File: src/hdl/rau_pkg.sv
`timescale 1ns / 1ps
package rau_pkg;
	localparam int DEF_WIDTH = 32;
	localparam int MAG_W = 64;
	localparam logic [2:0] KIND_LOAD = 3'd0;
	localparam logic [2:0] KIND_ADD  = 3'd1;
	localparam logic [2:0] KIND_SUB  = 3'd2;
	localparam logic [2:0] KIND_MUL  = 3'd3;
	localparam logic [2:0] KIND_DIV  = 3'd4;
	localparam logic [1:0] ST_OK   = 2'd0;
	localparam logic [1:0] ST_ZDEN = 2'd1;
	localparam logic [1:0] ST_OVF  = 2'd2;
	typedef struct packed {
		logic [2:0]         kind;
		logic signed [31:0] operand_num;
		logic signed [31:0] operand_den;
	} rau_in_t;
	typedef struct packed {
		logic signed [31:0] result_num;
		logic [30:0]        result_den;
		logic [1:0]         status;
	} rau_out_t;
endpackage

File: src/hdl/rau_in_if.sv
`timescale 1ns / 1ps
interface rau_in_if import rau_pkg::*; ();
	logic    valid;
	logic    ready;
	rau_in_t data;
	modport source (output valid, output data, input ready);
	modport sink (input valid, input data, output ready);
endinterface

File: src/hdl/rau_out_if.sv
`timescale 1ns / 1ps
interface rau_out_if import rau_pkg::*; ();
	logic     valid;
	logic     ready;
	rau_out_t data;
	modport source (output valid, output data, input ready);
	modport sink (input valid, input data, output ready);
endinterface

File: src/hdl/rational_arithmetic_unit.sv
`timescale 1ns / 1ps
// Channel | Direction | Payload                            | Handshake
// in      | sink      | kind, operand_num, operand_den     | valid / ready
// out     | source    | result_num, result_den, status     | valid / ready
//
// Setup and products come first. Each Euclidean modulo step and each of the two
// reducing divisions run on one shared 64-bit divider that yields one quotient bit
// per cycle. The number of gcd steps sets the total time.
// arst_n clears the accumulator to 0/1 and the sequencer to idle. The input is not
// ready while a transaction is in work or its result waits; a stalled output holds it.
module rational_arithmetic_unit import rau_pkg::*; #(
	parameter int WIDTH = DEF_WIDTH
) (
	input logic clk,
	input logic arst_n,
	rau_in_if.sink in_ch,
	rau_out_if.source out_ch
);
	localparam int EW = (WIDTH > 32) ? 32 : WIDTH;
	localparam logic [MAG_W-1:0] LIM = MAG_W'(1) << (EW - 1);
	localparam int CW = 7;

	localparam logic [3:0] S_IDLE = 4'd0;
	localparam logic [3:0] S_P1   = 4'd1;
	localparam logic [3:0] S_P2   = 4'd2;
	localparam logic [3:0] S_P3   = 4'd3;
	localparam logic [3:0] S_SUM  = 4'd4;
	localparam logic [3:0] S_GCD  = 4'd5;
	localparam logic [3:0] S_DIV  = 4'd6;
	localparam logic [3:0] S_DN   = 4'd7;
	localparam logic [3:0] S_DD   = 4'd8;
	localparam logic [3:0] S_CHK  = 4'd9;
	localparam logic [3:0] S_OUT  = 4'd10;

	logic [3:0] state_q;
	logic [31:0] acc_num_q, acc_den_q;
	logic [2:0] kind_q;
	logic on_neg_q, od_neg_q, an_neg_q;
	logic [31:0] on_mag_q, od_mag_q, an_mag_q, ad_mag_q;
	logic [MAG_W-1:0] p_q, q_q, n_mag_q, d_mag_q, ga_q, gb_q;
	logic p_neg_q, q_neg_q, n_neg_q, d_neg_q;
	logic [MAG_W-1:0] dv_num_q, dv_den_q, dv_rem_q, dv_quo_q;
	logic [CW-1:0] cnt_q;
	logic [1:0] dv_mode_q;
	logic [MAG_W-1:0] nm_q;
	rau_out_t res_q;
	logic out_v_q;

	// Shared 32x32 multiplier operands.
	logic [31:0] ma, mb;
	logic [MAG_W-1:0] mp;
	// Shared divider step.
	logic [MAG_W:0] rem_sh;
	logic [MAG_W:0] rem_sub;

	function automatic logic [31:0] mag32(input logic [31:0] v);
		return v[31] ? (~v + 32'd1) : v;
	endfunction

	always_comb begin
		case (state_q)
			S_P1: begin ma = an_mag_q; mb = (kind_q == KIND_MUL) ? on_mag_q : od_mag_q; end
			S_P2: begin ma = ad_mag_q; mb = (kind_q == KIND_DIV) ? on_mag_q : od_mag_q; end
			default: begin ma = ad_mag_q; mb = on_mag_q; end
		endcase
		mp = MAG_W'(ma) * MAG_W'(mb);
		rem_sh = {dv_rem_q, dv_num_q[MAG_W-1]};
		rem_sub = rem_sh - {1'b0, dv_den_q};
	end

	assign in_ch.ready = (state_q == S_IDLE);
	assign out_ch.valid = out_v_q;
	assign out_ch.data = res_q;

	always_ff @(posedge clk or negedge arst_n) begin
		if (!arst_n) begin
			state_q <= S_IDLE;
			acc_num_q <= '0;
			acc_den_q <= 32'd1;
			out_v_q <= 1'b0;
		end else begin
			case (state_q)
				S_IDLE: begin
					if (in_ch.valid) begin
						kind_q <= in_ch.data.kind;
						on_neg_q <= in_ch.data.operand_num[31];
						od_neg_q <= in_ch.data.operand_den[31];
						on_mag_q <= mag32(in_ch.data.operand_num);
						od_mag_q <= mag32(in_ch.data.operand_den);
						an_neg_q <= acc_num_q[31];
						an_mag_q <= mag32(acc_num_q);
						ad_mag_q <= mag32(acc_den_q);
						if (in_ch.data.kind > KIND_DIV) begin
							res_q <= '{acc_num_q, acc_den_q[30:0], ST_OK};
							state_q <= S_OUT;
							out_v_q <= 1'b1;
						end else begin
							state_q <= S_P1;
						end
					end
				end
				S_P1: begin
					// First product: numerator term (or whole numerator).
					case (kind_q)
						KIND_LOAD: begin
							p_q <= MAG_W'(on_mag_q);
							p_neg_q <= on_neg_q && on_mag_q != 0;
						end
						KIND_MUL: begin
							p_q <= mp;
							p_neg_q <= (an_neg_q != on_neg_q) && mp != 0;
						end
						default: begin
							p_q <= mp;
							p_neg_q <= (an_neg_q != od_neg_q) && mp != 0;
						end
					endcase
					state_q <= S_P2;
				end
				S_P2: begin
					// Denominator product.
					if (kind_q == KIND_LOAD) begin
						d_mag_q <= MAG_W'(od_mag_q);
						d_neg_q <= od_neg_q;
					end else begin
						d_mag_q <= mp;
						d_neg_q <= ((kind_q == KIND_DIV) ? on_neg_q : od_neg_q) && mp != 0;
					end
					state_q <= S_P3;
				end
				S_P3: begin
					// Cross term ad*on for add and subtract.
					q_q <= mp;
					q_neg_q <= ((kind_q == KIND_SUB) ? !on_neg_q : on_neg_q) && mp != 0;
					state_q <= S_SUM;
				end
				S_SUM: begin
					if (kind_q == KIND_ADD || kind_q == KIND_SUB) begin
						if (p_neg_q == q_neg_q) begin
							n_mag_q <= p_q + q_q;
							n_neg_q <= p_neg_q && (p_q + q_q) != 0;
						end else if (p_q >= q_q) begin
							n_mag_q <= p_q - q_q;
							n_neg_q <= p_neg_q && p_q != q_q;
						end else begin
							n_mag_q <= q_q - p_q;
							n_neg_q <= q_neg_q;
						end
					end else begin
						n_mag_q <= p_q;
						n_neg_q <= p_neg_q;
					end
					if (d_mag_q == 0) begin
						res_q <= '{acc_num_q, acc_den_q[30:0], ST_ZDEN};
						out_v_q <= 1'b1;
						state_q <= S_OUT;
					end else begin
						ga_q <= (kind_q == KIND_ADD || kind_q == KIND_SUB) ? '0 : p_q;
						gb_q <= d_mag_q;
						state_q <= S_GCD;
					end
				end
				S_GCD: begin
					// gcd(a,b): on first entry for add/sub, ga_q is loaded here.
					if (kind_q == KIND_ADD || kind_q == KIND_SUB) begin
						kind_q <= KIND_LOAD;
						ga_q <= n_mag_q;
					end else if (gb_q == 0) begin
						dv_num_q <= n_mag_q;
						dv_den_q <= ga_q;
						dv_rem_q <= '0;
						cnt_q <= '0;
						dv_mode_q <= 2'd1;
						state_q <= S_DIV;
					end else begin
						dv_num_q <= ga_q;
						dv_den_q <= gb_q;
						dv_rem_q <= '0;
						cnt_q <= '0;
						dv_mode_q <= 2'd0;
						state_q <= S_DIV;
					end
				end
				S_DIV: begin
					// Restoring division, one quotient bit per cycle.
					dv_num_q <= dv_num_q << 1;
					if (!rem_sub[MAG_W]) begin
						dv_rem_q <= rem_sub[MAG_W-1:0];
						dv_quo_q <= {dv_quo_q[MAG_W-2:0], 1'b1};
					end else begin
						dv_rem_q <= rem_sh[MAG_W-1:0];
						dv_quo_q <= {dv_quo_q[MAG_W-2:0], 1'b0};
					end
					cnt_q <= cnt_q + CW'(1);
					if (cnt_q == CW'(MAG_W - 1)) begin
						case (dv_mode_q)
							2'd0: state_q <= S_DN;
							2'd1: state_q <= S_DN;
							default: state_q <= S_DD;
						endcase
					end
				end
				S_DN: begin
					if (dv_mode_q == 2'd0) begin
						ga_q <= gb_q;
						gb_q <= dv_rem_q;
						state_q <= S_GCD;
					end else begin
						nm_q <= dv_quo_q;
						dv_num_q <= d_mag_q;
						dv_rem_q <= '0;
						cnt_q <= '0;
						dv_mode_q <= 2'd2;
						state_q <= S_DIV;
					end
				end
				S_DD: begin
					d_mag_q <= dv_quo_q;
					n_neg_q <= (n_neg_q != d_neg_q) && nm_q != 0;
					state_q <= S_CHK;
				end
				S_CHK: begin
					if (d_mag_q > LIM - 1 || (n_neg_q ? nm_q > LIM : nm_q > LIM - 1)) begin
						res_q <= '{acc_num_q, acc_den_q[30:0], ST_OVF};
					end else begin
						acc_num_q <= n_neg_q ? 32'(MAG_W'(0) - nm_q) : nm_q[31:0];
						acc_den_q <= d_mag_q[31:0];
						res_q <= '{(n_neg_q ? 32'(MAG_W'(0) - nm_q) : nm_q[31:0]),
							d_mag_q[30:0], ST_OK};
					end
					out_v_q <= 1'b1;
					state_q <= S_OUT;
				end
				S_OUT: begin
					if (out_ch.ready) begin
						out_v_q <= 1'b0;
						state_q <= S_IDLE;
					end
				end
				default: state_q <= S_IDLE;
			endcase
		end
	end

	// A result is offered only while the sequencer sits in its output state.
	a_valid_state: assert property (@(posedge clk) disable iff (!arst_n)
		out_v_q |-> state_q == S_OUT) else $error("result valid outside output state");
	// The accumulator never holds a zero denominator.
	a_den_nz: assert property (@(posedge clk) disable iff (!arst_n)
		acc_den_q != 0) else $error("zero denominator stored");
	// A taken result returns the sequencer to idle.
	a_ret_idle: assert property (@(posedge clk) disable iff (!arst_n)
		out_ch.valid && out_ch.ready |=> state_q == S_IDLE) else $error("no return to idle");
endmodule

File: src/flat_wrapper.sv
// flat-port wrapper written by rule: the top's interface ports become plain ports
module rational_arithmetic_unit_flat import rau_pkg::*;
#(
	parameter int WIDTH = DEF_WIDTH
)
  (clk, arst_n, in_ch_valid, in_ch_data, in_ch_ready, out_ch_valid, out_ch_data, out_ch_ready);
  rau_in_if in_ch_i ();
  rau_out_if out_ch_i ();
  input logic clk;
  input logic arst_n;
  input wire logic [$bits(in_ch_i.valid)-1:0] in_ch_valid;
  input wire logic [$bits(in_ch_i.data)-1:0] in_ch_data;
  output wire logic [$bits(in_ch_i.ready)-1:0] in_ch_ready;
  output wire logic [$bits(out_ch_i.valid)-1:0] out_ch_valid;
  output wire logic [$bits(out_ch_i.data)-1:0] out_ch_data;
  input wire logic [$bits(out_ch_i.ready)-1:0] out_ch_ready;
  assign in_ch_i.valid = in_ch_valid;
  assign in_ch_i.data = in_ch_data;
  assign in_ch_ready = in_ch_i.ready;
  assign out_ch_valid = out_ch_i.valid;
  assign out_ch_data = out_ch_i.data;
  assign out_ch_i.ready = out_ch_ready;
  rational_arithmetic_unit #(.WIDTH(WIDTH)) u_core (.clk(clk), .arst_n(arst_n), .in_ch(in_ch_i), .out_ch(out_ch_i));
endmodule
File: config.mk
export PLATFORM = sky130hd
export DESIGN_NAME = rational_arithmetic_unit_flat
export DESIGN_NICKNAME = d
export VERILOG_FILES = /design/src/hdl/rau_pkg.sv /design/src/hdl/rau_in_if.sv /design/src/hdl/rau_out_if.sv /design/src/hdl/rational_arithmetic_unit.sv /design/src/flat_wrapper.sv
export SDC_FILE = /design/constraint.sdc
export NUM_CORES = 2
export LEC_CHECK = 0
export BUFFER_PORTS_ARGS = -buffer_cell sky130_fd_sc_hd__buf_4
export CELL_PAD_IN_SITES_DETAIL_PLACEMENT = 1
export CELL_PAD_IN_SITES_GLOBAL_PLACEMENT = 2
export CORE_MARGIN = 2
export CORE_UTILIZATION = 46
export DETAILED_ROUTE_END_ITERATION = 12
export HOLD_SLACK_MARGIN = 0.12
export PLACE_DENSITY_LB_ADDON = 0.1
export SLEW_MARGIN = 20
export SYNTH_ARGS = -nofsm -noshare
export SYNTH_HDL_FRONTEND = slang
export SYNTH_SLANG_ARGS = --single-unit
File: constraint.sdc
create_clock -name clk -period 31.3 [get_ports clk]
set_input_delay 6.26 -clock clk [delete_from_list [all_inputs] [get_ports clk]]
set_output_delay 6.26 -clock clk [all_outputs]
set_load 0.02 [all_outputs]
# After elaboration in Yosys (flattened, before gate mapping)
# Index checks and enable logic that the tools add are counted.
# Widths: inputs -> output; s select.
[totals] output_inout_bits=67 wordCells=211 ff_bits=985 in_bits=71
[classes] order_cmp=5 muxes=71 n_addsub=10 n_reduce_logical=49 eq_ne=31 mul=1 n_bitwise=7
[op_table] cell="$mux 64" n=17
[op_table] cell="$pmux 64 s3" n=3
[op_table] cell="$mux 65" n=4
[op_table] cell="$pmux 64 s2" n=2
[op_table] cell="$pmux 65 s3" n=1
[op_table] cell="$reduce_bool 64->1" n=3
[op_table] cell="$mux 32" n=5
[op_table] cell="$add 32x1->32 const B" n=4
[op_table] cell="$gt 64x31->1 const B" n=2
[op_table] cell="$logic_not 64->1" n=2
[op_table] cell="$not 32->32" n=4
[op_table] cell="$sub 64x64->64" n=2
[op_table] cell="$mux 31" n=4
[op_table] cell="$sub 65x64->65" n=1
[op_table] cell="$add 64x64->64" n=1
[op_table] cell="$ge 64x64->1" n=1
[op_table] cell="$gt 64x32->1 const B" n=1
[op_table] cell="$mul 32x32->64" n=1
[op_table] cell="$ne 64x64->1" n=1
[op_table] cell="$pmux 32 s2" n=1
[op_table] cell="$pmux 4 s11" n=1
[op_table] cell="$reduce_bool 32->1" n=1
[op_table] cell="$sub 1x32->32 const A" n=1
[op_table] cell="$mux 4" n=7
[op_table] cell="other kinds (39)" n=104

# Logic depth before layout (Yosys ltp)
[depth] depth_word=7 mapped_depth=39 ltp_nobuf=36

# Least setup slack after synthesis
# No wires, ideal clock.
[synth_timing] path_type="input-to-reg" start="input arst_n" end="register u_core.cnt_q[0] (enable)" setup_ns=0.795 arrival_ns=15.548 path_buffers=0 path_slack_ns=14.957 stages=2 t_required_ns=30.505 path_cell_list="o21ai_0 -> nor3_1"
[synth_via] elab_chain_len=1
[synth_rtl] element="start, declared" line="flat_wrapper.sv:10" rtl="input logic arst_n;"
[synth_rtl] element="$reduce_and 4->1 (no line)"
[synth_rtl] element="end signal, assigned" line="rational_arithmetic_unit.sv:194" rtl="cnt_q <= cnt_q + CW'(1);"
[synth_rtl] element="end, declared" line="rational_arithmetic_unit.sv:43" rtl="logic [CW-1:0] cnt_q;"
# No other way between the ends.
# A chain may end at the register's enable or synchronous reset.

# Worst setup path after layout
[layout_timing] start="register u_core.state_q[0]" end="register u_core.d_neg_q (data pin)"
[layout_via] elab_chain_len=6 word_cells_on_any_way=8 classes_between="mul (1); eq/ne (2); mux (3); reduce/logical (2)"
[layout_rtl] element="start, declared" line="rational_arithmetic_unit.sv:35" rtl="logic [3:0] state_q;"
[layout_rtl] element="start signal, assigned" line="rational_arithmetic_unit.sv:77" rtl="state_q <= S_IDLE;"
[layout_rtl] element="start signal, assigned" line="rational_arithmetic_unit.sv:95" rtl="state_q <= S_OUT;"
[layout_rtl] element="start signal, assigned" line="rational_arithmetic_unit.sv:98" rtl="state_q <= S_P1;"
[layout_rtl] element="$eq 4x2->1 or $eq 4x1->1 (tied branches)" line="rational_arithmetic_unit.sv:61" rtl="case (state_q)"
[layout_rtl] element="$pmux 32 s2 or $mux 32 (tied branches)" line="rational_arithmetic_unit.sv:61"
[layout_rtl] element="$mul 32x32->64 (*)" line="rational_arithmetic_unit.sv:66" rtl="mp = MAG_W'(ma) * MAG_W'(mb);"
[layout_rtl] element="$reduce_bool 64->1 (*)" line="rational_arithmetic_unit.sv:127" rtl="d_neg_q <= ((kind_q == KIND_DIV) ? on_neg_q : od_neg_q) && mp != 0;"
[layout_rtl] element="$logic_and 1x1->1 (*)" line="rational_arithmetic_unit.sv:127"
[layout_rtl] element="$mux 1 (*)" line="rational_arithmetic_unit.sv:122" rtl="if (kind_q == KIND_LOAD) begin"
[layout_rtl] element="end signal, assigned" line="rational_arithmetic_unit.sv:124" rtl="d_neg_q <= od_neg_q;"
[layout_rtl] element="end, declared" line="rational_arithmetic_unit.sv:41" rtl="logic p_neg_q, q_neg_q, n_neg_q, d_neg_q;"
# Mark *: on every way between the ends. The rest lies on a longest branch, timed or not.

==> results_dict.tcl <==
set metrics [dict create \
    status "completed" \
    ys_seq_area_share_pct 31.7 \
    drv_slew 0 \
    dr.pass1.iters 6 \
    pin_count 138 \
    r2r_slack_ns 18.61 \
    via_count 77900 \
    tightest_slew_ns 1.32 \
    grt_use_total_pct 40.4 \
    arrival_ns 13.23 \
    syn-cell-area_um2 92200 \
    seq_area_um2 29200 \
    gr-total-overflow 0 \
    clkLatencyLatePin_ns 0.79 \
    dp_slack_ns 18.88 \
    die_h_um 452 \
    slowest_delay_ns 0.82 \
    initialDrtViolationCount 7683 \
    routed_wl_mm 416 \
    synth_area_leaders "edfxtp_1, fa_1, ha_1" \
    design.die.area_um2 204000 \
    crit_start "u_core.state_q[0]$_DFFE_PN0P_" \
    nets 11100 \
    area_delta_synth_final_pct 8.41 \
    grt_pass1_vias 81200 \
    syn_inst 9708 \
    post-dp-hpwl_mm 330 \
    finalSetupViolCount 0 \
    vias_per_cell 6.29 \
    final-hold-violation-count 0 \
    cts_resized 0 \
    fin_crit_sh_pct 40.6 \
    cts_tree "done" \
    std_cell_rows 164 \
    die_x_um 452 \
    fin_skew_ns 0.0898 \
    worstReg2RegStart "u_core.state_q[0]$_DFFE_PN0P_" \
    synth_seq_cells 985 \
    fin_tns_setup_ns 0 \
    crit_path_frequent_cell "fa_1" \
    synth_warnings 0 \
    htreeDepth 3 \
    hold_class "reg2reg" \
    postRouteAntennaNets 0 \
    cts.clk_slew.worst_paths_ns 0.07 \
    grt.met2_usage_pct 64.4 \
    period_minus_slack_ns 12.69 \
    clockBufferDepth 3 \
    cp-end-kind "register" \
    yosysTopAreaCellShare_pct 29.8 \
    cts_sinks 985 \
    r2r-end "u_core.d_neg_q$_DFFE_PP_" \
    synth_cell_type_count 100 \
    ys_top_cells_by_count "inv_1, nand2_1, nor2_1" \
    critPathRequiredTime_ns 31.84 \
    use_met3_pct 6.37 \
    gp_congestion 1.01 \
    synth_top_area_cell "edfxtp_1" \
    yosysMostFrequentCell "inv_1" \
    min_path_cells 0 \
    synthArstFlopShare_pct 7.01 \
    grt_most_used_layer "met2" \
    root_buffer "clkbuf_16" \
    fillers 22400 \
    syn_nets 11200 \
    drc 0 \
    wl_per_cell_um 33.6 \
    ys.flop_type "edfxtp_1" \
    cp-endpoint "u_core.d_neg_q$_DFFE_PP_" \
    crit_path_start_kind "register" \
    grt_use_met1_pct 50.1 \
    drive_above_1_share_pct 7.09 \
    grt_setup_unrepaired "no" \
    timing.fmax_mhz 78.8 \
    portBuffers 137 \
    syn_avg_cell_area_um2 9.50 \
    synth_edf_count 916 \
    floorplan.initialDensity_pct 46.2 \
    path_max_fanout 33 \
    path_class "reg2reg" \
    cap_violations 0 \
    cp_slowest_cell "xnor2_1" \
    cts_setup_buffers 0 \
    grt_start_max_net_pins 136 \
    core-area_um2 199000 \
    setup_ws_ns 18.61 \
    whs_ns 0.483 \
    antenna_found_initial 23 \
    r2r_cells 35 \
    multi_input_area_um2 56900 \
    slew_headroom_pct 11.5 \
    hold_buffers 0 \
    cts_made_buffers 107 \
    grt_pass1_wl_mm 593 \
]
==> cell type report <==
| class | count | share of cell area [%] |
|---|---|---|
| antenna | 14 | 0.0351 |
| clock buffer | 133 | 2.78 |
| clock inverter | 67 | 0.675 |
| inverter | 1173 | 4.41 |
| multi-input combinational | 7027 | 57.0 |
| sequential | 985 | 29.3 |
| tap | 2656 | 3.33 |
| timing repair buffer | 333 | 2.55 |
==> sequential cells by signal (all words and copies together) (netlist names), 64 cells and up <==
signal	count
u_core.d_mag_q	64
u_core.dv_den_q	64
u_core.dv_num_q	64
u_core.dv_quo_q	64
u_core.dv_rem_q	64
u_core.ga_q	64
u_core.gb_q	64
u_core.n_mag_q	64
u_core.nm_q	64
u_core.out_ch.data	65
u_core.p_q	64
u_core.q_q	64
==> metal layers <==
metal  up-vias  wire length (um)
li1      32800                 -
met1     40500            160000
met2      3559            190000
met3      1051             29400
met4         8             37000
met5         -                59
==> cells in the final DEF, fill, tap and decap left out, types with 175 or more instances in the layout <==
master / instances
buf_4: 330
a21o_1: 209
nor2_1: 1017
xnor2_1: 268
fa_1: 900
inv_1: 1166
a21oi_1: 595
nand2_1: 1100
edfxtp_1: 916
ha_1: 523
mux2i_1: 175
o21ai_0: 499
==> how the worst min path moves through the flow <==
stage	from	to	slack, ns
after floorplan	u_core.dv_quo_q[63]$_DFFE_PP_	u_core.nm_q[63]$_DFFE_PP_	0.43
after global placement	u_core.dv_quo_q[63]$_DFFE_PP_	u_core.nm_q[63]$_DFFE_PP_	0.44
after detailed placement	u_core.dv_quo_q[23]$_DFFE_PP_	u_core.dv_quo_q[24]$_DFFE_PP_	0.46
after CTS	u_core.dv_quo_q[32]$_DFFE_PP_	u_core.nm_q[32]$_DFFE_PP_	0.47
after global routing	u_core.dv_quo_q[36]$_DFFE_PP_	u_core.dv_quo_q[37]$_DFFE_PP_	0.48
final	u_core.dv_quo_q[38]$_DFFE_PP_	u_core.nm_q[38]$_DFFE_PP_	0.48
==> critical path, delay by kind of cell (launching register included) <==
kind / cells / cell delay, ns
XOR/XNOR: 1 / 0.82
AO/OA/AOI/OAI: 8 / 2.54
adder cells (fa/ha/maj): 9 / 4.30
buffers and inverters: 7 / 1.02
AND/OR/NAND/NOR: 10 / 2.91
flip-flops: 1 / 0.78
==> stage by stage <==
stage | instances | utilization [%] | area [um^2]
2_1_floorplan | 9708 | - | 92200
3_3_place_gp | 12200 | 48.3 | 96400
3_5_place_dp | 12200 | 48.4 | 96500
4_1_cts | 12400 | 50.1 | 99900
5_1_grt | 12400 | 50.1 | 99900
6_report | 12400 | 50.1 | 99900
==> cells by family (layout without fill, tap and decap cells) <==
kind of cell / after synthesis / in the layout / share of synthesized area (%)
simple gates: 2921 / 2921 / 13.9
compound gates: 1988 / 1988 / 13.4
buf+inv: 1696 / 1706 / 7.06
fa+ha+maj: 1423 / 1423 / 26.6
flops: 985 / 985 / 31.7
xor+xnor: 366 / 366 / 3.48
mux: 329 / 329 / 3.74
other cells: 0 / 14 / 0
Power is left out: the tool's default activity adds up to more than one toggle a clock period on the data nets, which glitch-free logic cannot reach.
